[src/rtl/mdt_pkg.sv]
// Shared constants and types of the multichannel down timer register block.
package mdt_pkg;

    localparam int CHANNELS         = 4;
    localparam int COUNTER_BITS     = 32;
    localparam int CLEAR_BUSY_TICKS = 2;

    localparam int DATA_BITS = 32;
    localparam int CH_BITS   = 2;
    localparam int OFF_BITS  = 4;
    localparam int REQ_BITS  = 2;
    localparam int BUSY_BITS = 2;
    localparam int IRQ_BITS  = 4;

    // Request types.
    localparam logic [REQ_BITS-1:0] REQ_READ  = 2'd0;
    localparam logic [REQ_BITS-1:0] REQ_WRITE = 2'd1;
    localparam logic [REQ_BITS-1:0] REQ_TICK  = 2'd2;

    // Word offsets within a channel.
    localparam logic [OFF_BITS-1:0] OFF_STATUS = 4'd0;
    localparam logic [OFF_BITS-1:0] OFF_MODE   = 4'd1;
    localparam logic [OFF_BITS-1:0] OFF_LOAD   = 4'd2;
    localparam logic [OFF_BITS-1:0] OFF_ENABLE = 4'd4;
    localparam logic [OFF_BITS-1:0] OFF_RELOAD = 4'd5;
    localparam logic [OFF_BITS-1:0] OFF_VALUE  = 4'd6;
    localparam logic [OFF_BITS-1:0] OFF_CLEAR  = 4'd8;
    localparam logic [OFF_BITS-1:0] OFF_MASK   = 4'd9;

    localparam logic MODE_CONTINUOUS = 1'b0;

    // Per-channel request derived from one accepted input beat.
    typedef struct packed {
        logic                 tick;
        logic                 wr;
        logic [OFF_BITS-1:0]  off;
        logic [DATA_BITS-1:0] data;
    } t_ch_req;

endpackage

[src/rtl/mdt_channel.sv]
// One timer channel: its registers, down counter and interrupt state.
module mdt_channel
    import mdt_pkg::*;
(
    input  logic                 i_clk,
    input  logic                 i_rst_n,
    input  t_ch_req              i_req,
    output logic [DATA_BITS-1:0] o_rd_data,
    output logic                 o_pending,
    output logic                 o_irq_next
);

    logic                    r_mode, n_mode;
    logic [COUNTER_BITS-1:0] r_load, n_load;
    logic                    r_en,   n_en;
    logic [COUNTER_BITS-1:0] r_cnt,  n_cnt;
    logic                    r_pend, n_pend;
    logic                    r_mask, n_mask;
    logic [BUSY_BITS-1:0]    r_busy, n_busy;

    always_comb begin
        n_mode = r_mode;
        n_load = r_load;
        n_en   = r_en;
        n_cnt  = r_cnt;
        n_pend = r_pend;
        n_mask = r_mask;
        n_busy = r_busy;
        if (i_req.tick) begin
            if (r_busy != '0) begin
                n_busy = r_busy - BUSY_BITS'(1);
            end
            if (r_en) begin
                if (r_cnt != '0) begin
                    n_cnt = r_cnt - COUNTER_BITS'(1);
                    if (r_cnt == COUNTER_BITS'(1)) begin
                        n_pend = 1'b1;
                    end
                end else if (r_mode == MODE_CONTINUOUS) begin
                    n_cnt = r_load;
                    if (r_load == '0) begin
                        n_pend = 1'b1;
                    end
                end
            end
        end else if (i_req.wr) begin
            unique case (i_req.off)
                OFF_MODE:   n_mode = i_req.data[0];
                OFF_LOAD:   n_load = i_req.data[COUNTER_BITS-1:0];
                OFF_ENABLE: begin
                    n_en = i_req.data[0];
                    if (i_req.data[0]) begin
                        n_cnt = r_load;
                    end
                end
                OFF_RELOAD: n_cnt = r_load;
                OFF_CLEAR: begin
                    // A clear is dropped while the previous one is still settling.
                    if (i_req.data[0] && r_busy == '0) begin
                        n_pend = 1'b0;
                        n_busy = BUSY_BITS'(CLEAR_BUSY_TICKS);
                    end
                end
                OFF_MASK:   n_mask = i_req.data[0];
                default:    ;
            endcase
        end
    end

    always_ff @(posedge i_clk) begin
        if (!i_rst_n) begin
            r_mode <= MODE_CONTINUOUS;
            r_load <= '0;
            r_en   <= 1'b0;
            r_cnt  <= '0;
            r_pend <= 1'b0;
            r_mask <= 1'b1;
            r_busy <= '0;
        end else begin
            r_mode <= n_mode;
            r_load <= n_load;
            r_en   <= n_en;
            r_cnt  <= n_cnt;
            r_pend <= n_pend;
            r_mask <= n_mask;
            r_busy <= n_busy;
        end
    end

    // Readback of the channel's own registers; status is assembled above.
    always_comb begin
        unique case (i_req.off)
            OFF_MODE:   o_rd_data = DATA_BITS'(r_mode);
            OFF_LOAD:   o_rd_data = DATA_BITS'(r_load);
            OFF_ENABLE: o_rd_data = DATA_BITS'(r_en);
            OFF_VALUE:  o_rd_data = DATA_BITS'(r_cnt);
            OFF_CLEAR:  o_rd_data = DATA_BITS'({(r_busy != '0), r_pend});
            OFF_MASK:   o_rd_data = DATA_BITS'(r_mask);
            default:    o_rd_data = '0;
        endcase
    end

    assign o_pending  = r_pend;
    assign o_irq_next = n_pend & ~n_mask;

endmodule

[src/rtl/multichannel_down_timer_regs.sv]
// Top level of the four-channel down timer register block.
//
// Each input beat is a register read, a register write or one counter tick,
// and it produces exactly one result beat with the read data and the interrupt
// lines as they stand after the beat. The block takes one beat per clock while
// input ready is high: all channel state updates at the edge that accepts the
// beat, and the result is held in an output register backed by one skid
// register, so input is still taken while a result waits. Input ready drops
// only when both are full. There is no clearing pass after reset.
module multichannel_down_timer_regs
    import mdt_pkg::*;
(
    input  logic                 i_clk,
    input  logic                 i_rst_n,
    input  logic                 i_in_valid,
    output logic                 o_in_ready,
    input  logic [REQ_BITS-1:0]  i_req_type,
    input  logic [CH_BITS-1:0]   i_channel,
    input  logic [OFF_BITS-1:0]  i_reg_index,
    input  logic [DATA_BITS-1:0] i_write_data,
    output logic                 o_out_valid,
    input  logic                 i_out_ready,
    output logic [DATA_BITS-1:0] o_read_data,
    output logic [IRQ_BITS-1:0]  o_irq_lines
);

    logic                 w_accept;
    logic                 w_pop;
    t_ch_req              w_req [CHANNELS];
    logic [DATA_BITS-1:0] w_ch_rd [CHANNELS];
    logic [CHANNELS-1:0]  w_pend;
    logic [CHANNELS-1:0]  w_irq_next;
    logic [DATA_BITS-1:0] w_rd;
    logic [IRQ_BITS-1:0]  w_irq;

    logic                 r_out_valid, n_out_valid;
    logic                 r_skid_valid, n_skid_valid;
    logic [DATA_BITS-1:0] r_out_rd, r_skid_rd;
    logic [IRQ_BITS-1:0]  r_out_irq, r_skid_irq;

    assign w_accept = i_in_valid & o_in_ready;
    assign w_pop    = r_out_valid & i_out_ready;

    for (genvar c = 0; c < CHANNELS; c++) begin : g_ch
        always_comb begin
            w_req[c].tick = w_accept && (i_req_type == REQ_TICK);
            w_req[c].wr   = w_accept && (i_req_type == REQ_WRITE)
                            && (int'(i_channel) == c);
            w_req[c].off  = i_reg_index;
            w_req[c].data = i_write_data;
        end

        mdt_channel u_channel (
            .i_clk      (i_clk),
            .i_rst_n    (i_rst_n),
            .i_req      (w_req[c]),
            .o_rd_data  (w_ch_rd[c]),
            .o_pending  (w_pend[c]),
            .o_irq_next (w_irq_next[c])
        );
    end

    // Read data; channel numbers beyond the populated set read as zero.
    always_comb begin
        w_rd = '0;
        if (i_req_type == REQ_READ) begin
            for (int c = 0; c < CHANNELS; c++) begin
                if (int'(i_channel) == c) begin
                    w_rd = (i_reg_index == OFF_STATUS) ? DATA_BITS'(w_pend) : w_ch_rd[c];
                end
            end
        end
    end

    always_comb begin
        w_irq = '0;
        for (int c = 0; c < CHANNELS && c < IRQ_BITS; c++) begin
            w_irq[c] = w_irq_next[c];
        end
    end

    // Output register with one skid entry behind it.
    assign o_in_ready = ~r_skid_valid;

    always_comb begin
        n_out_valid  = r_out_valid;
        n_skid_valid = r_skid_valid;
        if (w_pop) begin
            if (r_skid_valid) begin
                n_skid_valid = 1'b0;
            end else begin
                n_out_valid = w_accept;
            end
        end else if (!r_out_valid) begin
            n_out_valid = w_accept;
        end else if (w_accept) begin
            n_skid_valid = 1'b1;
        end
    end

    always_ff @(posedge i_clk) begin
        if (!i_rst_n) begin
            r_out_valid  <= 1'b0;
            r_skid_valid <= 1'b0;
        end else begin
            r_out_valid  <= n_out_valid;
            r_skid_valid <= n_skid_valid;
        end
    end

    always_ff @(posedge i_clk) begin
        if (w_pop && r_skid_valid) begin
            r_out_rd  <= r_skid_rd;
            r_out_irq <= r_skid_irq;
        end else if ((w_pop || !r_out_valid) && w_accept) begin
            r_out_rd  <= w_rd;
            r_out_irq <= w_irq;
        end
        if (!w_pop && r_out_valid && w_accept) begin
            r_skid_rd  <= w_rd;
            r_skid_irq <= w_irq;
        end
    end

    assign o_out_valid = r_out_valid;
    assign o_read_data = r_out_rd;
    assign o_irq_lines = r_out_irq;

`ifndef NO_ASSERTIONS
    // The skid entry is only ever occupied behind a full output register.
    a_skid_behind_out: assert property (@(posedge i_clk) disable iff (!i_rst_n)
        r_skid_valid |-> r_out_valid)
        else $error("skid entry valid while output register empty");

    // The skid entry fills only from an accepted beat under a stalled output.
    a_skid_fill: assert property (@(posedge i_clk) disable iff (!i_rst_n)
        $rose(r_skid_valid) |-> $past(w_accept) && $past(r_out_valid) && !$past(i_out_ready))
        else $error("skid entry filled without a stalled accept");

    // An accepted beat always leaves a result behind it.
    a_accept_result: assert property (@(posedge i_clk) disable iff (!i_rst_n)
        w_accept |=> r_out_valid)
        else $error("accepted beat produced no result");
`endif

endmodule

[config.mk]
export PLATFORM = sky130hd
export DESIGN_NAME = multichannel_down_timer_regs
export DESIGN_NICKNAME = d
export VERILOG_FILES = /design/src/rtl/mdt_pkg.sv /design/src/rtl/mdt_channel.sv /design/src/rtl/multichannel_down_timer_regs.sv
export SDC_FILE = /design/constraint.sdc
export NUM_CORES = 1
export LEC_CHECK = 0
export ABC_AREA = 1
export BUFFER_PORTS_ARGS = -buffer_cell sky130_fd_sc_hd__buf_2
export CORE_MARGIN = 1
export CORE_UTILIZATION = 55
export CTS_CLUSTER_SIZE = 16
export DETAILED_ROUTE_END_ITERATION = 8
export PLACE_DENSITY = 0.72
export SLEW_MARGIN = 20
export SYNTH_ARGS = -nofsm -noshare
export SYNTH_HDL_FRONTEND = slang
export SYNTH_SLANG_ARGS = --single-unit
[constraint.sdc]
create_clock -name i_clk -period 10.6 [get_ports i_clk]
set_input_delay 2.65 -clock i_clk [delete_from_list [all_inputs] [get_ports i_clk]]
set_output_delay 2.65 -clock i_clk [all_outputs]
set_load 0.05 [all_outputs]
# ---- Word level (Yosys, flattened, before mapping)
# Cells that the tools add are included.
dict set report totals {
  ff_bits 354
  input_bits 44
  out_inout_bits 38
  word_cells 270
}
dict set report classes {
  addsub 8
  n_eq_ne 30
  mux 116
  n_bitwise 13
  n_reduce_logical 69
}
# cell count
set ops {}
lappend ops {{2-to-1 mux 32 bit} 35}
lappend ops {{one-hot mux 32 bit (6 select lines)} 4}
lappend ops {{one-hot mux 32 bit (2 select lines)} 4}
lappend ops {{equality test 32 x 1 -> 1 bit (second input constant)} 4}
lappend ops {{zero test 32 bit} 4}
lappend ops {{nonzero test 32 bit} 4}
lappend ops {{subtractor 32 x 1 -> 32 bit (second input constant)} 4}
lappend ops {{2-to-1 mux 1 bit} 51}
lappend ops {{2-to-1 mux 2 bit} 20}
lappend ops {{AND reduction 3 bit} 12}
lappend ops {{nonzero test 2 bit} 14}
lappend ops {{AND reduction 5 bit} 4}
lappend ops {{AND reduction 4 bit} 4}
lappend ops {{logical AND 1 bit} 14}
lappend ops {{equality test 4 x 3 -> 1 bit (second input constant)} 3}
lappend ops {{zero test 2 bit} 6}
lappend ops {{!= test 2 x 1 -> 1 bit (second input constant)} 6}
lappend ops {{!= test 3 bit (second input constant)} 4}
lappend ops {{equality test 4 bit (second input constant)} 2}
lappend ops {{2-to-1 mux 4 bit} 2}
lappend ops {{subtractor 2 x 1 -> 2 bit (second input constant)} 4}
lappend ops {{inverter 1 bit} 7}
lappend ops {{bitwise AND 1 bit} 6}
lappend ops {{equality test 2 bit (second input constant)} 3}
lappend ops {{11 further kinds} 15}

# ---- Longest topological paths before layout
dict set report logic_depth {
  depth_word 10
  ltp_mapped 14
  depth_no_buf 14
}

# ---- Hierarchy
# Synthesis repeated with hierarchy kept, for this count alone.
dict set report hier_totals {
  hier_cells 3588
  hier_area_um2 22343.9
}
# mod instances cells_per_inst area_per_inst_um2 seq_area_each_um2
set by_module_without_submodules {}
lappend by_module_without_submodules {{mdt_channel at g_ch[0].u_channel ...} 2 752 4484.3 1401.3}
lappend by_module_without_submodules {{mdt_channel at g_ch[3].u_channel} 1 763 4530.6 1401.3}
lappend by_module_without_submodules {{mdt_channel at g_ch[2].u_channel} 1 753 4500.6 1401.3}
lappend by_module_without_submodules {multichannel_down_timer_regs 1 568 4344.2 2202.1}

# ---- Worst setup path after synthesis
# Ideal clock, no wire load.
dict set report synth_path {
  path_type {input to register}
  from {input port i_in_valid}
  to {register r_out_irq[0] (netlist: o_irq_lines[0]), enable pin}
  setup_time_ns 0.479
  t_arrival_ns 5.303
  t_required_ns 10.121
  slack_ns 4.817
  cell_stages 2
  n_path_buf 0
  path_cell_list {nand2_2 -> o21ai_0}
}
dict set report synth_between {
  elab_chain_len 3
}
# element line
set synth_lines {}
lappend synth_lines {{from (decl)} multichannel_down_timer_regs.sv:15} ;# input logic i_in_valid,
lappend synth_lines {{bitwise AND 1 bit} multichannel_down_timer_regs.sv:41} ;# assign w_accept = i_in_valid & o_in_ready;
lappend synth_lines {{logical AND 1 bit} multichannel_down_timer_regs.sv:115} ;# end else if ((w_pop || !r_out_valid) && w_accept) begin
lappend synth_lines {{nonzero test 2 bit (no source line)} -}
lappend synth_lines {{to (signal assigned)} multichannel_down_timer_regs.sv:114} ;# r_out_irq <= r_skid_irq;
lappend synth_lines {{to (signal assigned)} multichannel_down_timer_regs.sv:117} ;# r_out_irq <= w_irq;
lappend synth_lines {{to (decl)} multichannel_down_timer_regs.sv:39} ;# logic [IRQ_BITS-1:0] r_out_irq, r_skid_irq;
# Every way passes these cells.
# A chain may end at the register's enable or synchronous reset.

# ---- Final worst setup path
dict set report layout_path {
  from {input port i_channel[0]}
  to {register g_ch[1].u_channel.r_cnt[8]}
}
dict set report layout_between {
  elab_chain_len 4
}
# element line
set layout_lines {}
lappend layout_lines {{from (decl)} multichannel_down_timer_regs.sv:18} ;# input logic [CH_BITS-1:0] i_channel,
lappend layout_lines {{equality test 2 bit} multichannel_down_timer_regs.sv:48} ;# && (int'(i_channel) == c);
lappend layout_lines {{logical AND 1 bit} multichannel_down_timer_regs.sv:48}
lappend layout_lines {{nonzero test 2 bit (no source line)} -}
lappend layout_lines {{AND reduction 5 bit (no source line)} -}
lappend layout_lines {{to (signal assigned)} mdt_channel.sv:83} ;# r_cnt <= n_cnt;
lappend layout_lines {{to (decl)} mdt_channel.sv:16} ;# logic [COUNTER_BITS-1:0] r_cnt, n_cnt;
# Every way passes these cells.

==> flow_summary.yaml <==
drt:
  drt-total-wl_mm: 78.2
  dr.pass1.iters: 6
  drt-wirelength-per-cell_um: 22.2
  drtIter0Drc: 2929
  vias: 21700
  vias_per_cell: 6.16
  drc_errors: 0
  postRouteAntennaNets: 0
logic_synthesis:
  synth-edff-count: 72
  synthDistinctLibCells: 52
  synth.yosys.seq_area_share_pct: 37.7
  yosysMostFrequentCell: "nand2_1"
  syn_inst: 3039
  synth_area_leaders: "dfxtp_1 (27%), nand2_1 (12%), edfxtp_1 (10%)"
  ys.warnings.count: 0
  synth_commonest_cells: "nand2_1 (681), nor2_1 (382), inv_1 (303)"
  syn-num-nets: 3099
  yosysTopAreaCellShare_pct: 27.3
  synth_top_area_cell: "dfxtp_1"
  syn_avg_cell_area_um2: 6.81
  synth_seq_cells: 354
  synthesis.area_mm2: 0.0207
  synth_flop_cell: "dfxtp_1"
  async_reset_ff_share_pct: 0
worst_setup_path:
  slowest_delay_ns: 0.61
  worst_ep_required_time_ns: 11.05
  critPathMostFrequentCell: "inv_2"
  cp_max_fo: 45
  arrival_ns: 6.01
  crit_path_start_kind: "primary input"
  path_cells: "buf_2 -> inv_2 -> nor2_4 -> inv_2 -> nor2_4 -> nand2_1 -> nand2_2 -> inv_2 -> nor2_1 -> nor2_1"
  cp_slowest_cell: "nand2_2"
  worstSetupEndpointType: "flop"
  crit_type: "primary input to flop"
clock_network:
  postCtsHoldBufs: 0
  clk_latency_ns: 0.57
  cts_buffers: 40
  ctsResizeCount: 0
  cts-root-buf: "clkbuf_16"
  cts_tree: "built"
  post-cts-setup-buffers: 0
  htree_num_levels: 2
  clockBufferDepth: 3
  clock_sink_count: 354
  clkTransAtPathRegs_ns: 0.06
outcome:
  status: "complete, no violations"
power:
  power_mw: 3.12
  peakVddDrop_v: 0.0000984
  p_leak_nw: 9.74
  powerDensity_mw_per_mm2: 140
sta:
  fin_crit_ns: 5.56
  fin_tns_setup_ns: 0
  finalSetupViolCount: 0
  grt_setup_unrepaired: "no"
  slew-limit-headroom_pct: 27.5
  tightestPinTransition_ns: 1.09
  worst_slack_ns: 5.04
  slew_viol_final: 0
  fin_skew_ns: 0.0236
  fmax_mhz: 180
  hold_viol: 0
  period_share_pct: 52.5
die:
  pin_count: 82
  dieArea_mm2: 0.0384
  die_w_um: 196
  fp.coreArea_mm2: 0.0368
  rows: 70
  floorplan.initialDensity_pct: 56.3
  die_height_um: 196
placed_design:
  place_congestion: 1.05
  pre_cts_ws_ns: 4.65
  dp_hpwl_mm: 56.7
  portBuffers: 81
finish:
  utilization_pct: 60.7
  area_growth_pct: 7.93
  nFillCells: 3580
  nets: 3083
  drive_above_1_share_pct: 8.48
global_routing:
  gr-usage-all-layers_pct: 40.3
  overflow: 0
  grt_start_max_net_pins: 102
  grt_pass1_vias: 19600
  antenna_found_initial: 0
  grt_pass1_wl_mm: 117
job:
  max_cap_violations: 0
hold_path:
  hold_class: "flop to flop"
## sequential cells by signal (all words and copies together) (netlist names)
register / count
g_ch.u_channel.o_pending: 4
g_ch.u_channel.r_busy: 8
g_ch.u_channel.r_cnt: 128
g_ch.u_channel.r_en: 4
g_ch.u_channel.r_load: 128
g_ch.u_channel.r_mask: 4
g_ch.u_channel.r_mode: 4
o_irq_lines: 4
o_out_valid: 1
o_read_data: 32
r_skid_irq: 4
r_skid_rd: 32
r_skid_valid: 1
## kinds of logic (layout without fill, tap and decap cells)
logic type,count (synthesis),in the layout,share of synthesized area (%)
fa+ha+maj,16,16,0.967
simple gates,1416,1416,29.2
buf+inv,481,495,10.0
other cells,0,1,0
compound gates,712,712,19.5
xor+xnor,59,59,2.50
mux,1,1,0.0484
flops,354,354,37.7
## per-stage QoR
| step | hold WS (ns) | cell area (µm²) | std cells |
|---|---|---|---|
| after global routing | 0.498 | 22300 | 3521 |
| after global placement | 0.452 | 21000 | 3449 |
| after floorplan | 0.439 | 20700 | 3039 |
| final | 0.466 | 22300 | 3522 |
| after detailed placement | 0.464 | 21000 | 3449 |
| after CTS | 0.473 | 22300 | 3521 |
## final cells by class
cell class	instances	area [µm²]	area share, %
Sequential cell	354	7810	35.0
Inverter	326	1230	5.49
Timing Repair Buffer	97	528	2.36
Tap cell	468	586	2.62
Antenna cell	1	2.50	0.0112
Clock buffer	58	1140	5.10
Clock inverter	14	208	0.930
Multi-Input combinational cell	2204	10800	48.5
## path summary, 6_finish.rpt
check | start | endpoint | slack (ns) | depth (start not counted)
min reg2reg | g_ch[1].u_channel.r_cnt[1]$_SDFFE_PN0P_ | g_ch[1].u_channel.r_cnt[1]$_SDFFE_PN0P_ | 0.47 | 2
min | g_ch[1].u_channel.r_cnt[1]$_SDFFE_PN0P_ | g_ch[1].u_channel.r_cnt[1]$_SDFFE_PN0P_ | 0.47 | 2
max | i_channel[0] | g_ch[1].u_channel.r_cnt[8]$_SDFFE_PN0P_ | 5.04 | 10
max reg2reg | r_skid_valid$_SDFFE_PP0P_ | g_ch[1].u_channel.r_cnt[16]$_SDFFE_PN0P_ | 7.55 | 13
## metal layers
layer	track usage [%]	wire length, µm
met5	0	0
met3	9.28	9510
met2	64.4	34900
met1	51.8	30200
met4	18.2	3680
## layout by cell type, fill, tap and decap left out, types with 8 or more instances in the layout
cell type / count
a21oi_1: 258
nor2_1: 381
buf_2: 80
nor2_2: 26
nand2_1: 681
clkbuf_1: 12
buf_4: 17
o211ai_1: 8
nor3_1: 27
inv_1: 302
inv_2: 23
nand4_1: 52
edfxtp_1: 72
dfxtp_1: 282
o221ai_1: 67
ha_1: 16
o21ai_0: 287
nand2_2: 10
nor2_4: 14
nand3_1: 199
clkbuf_16: 41
xor2_1: 54
o22ai_1: 38
o21ai_1: 18
## where the power goes
part / internal, mW / total, mW / switching (mW)
clock: 0.870 / 1.47 / 0.596
combinational: 0.0572 / 0.261 / 0.203
sequential: 1.39 / 1.40 / 0.00540
## worst max-delay path: cells and delay by family
family	cells	cell delay (ns)
and+or+nand+nor	6	1.65
buffers and inverters	4	1.67
Power figures use the tool's default switching activity.
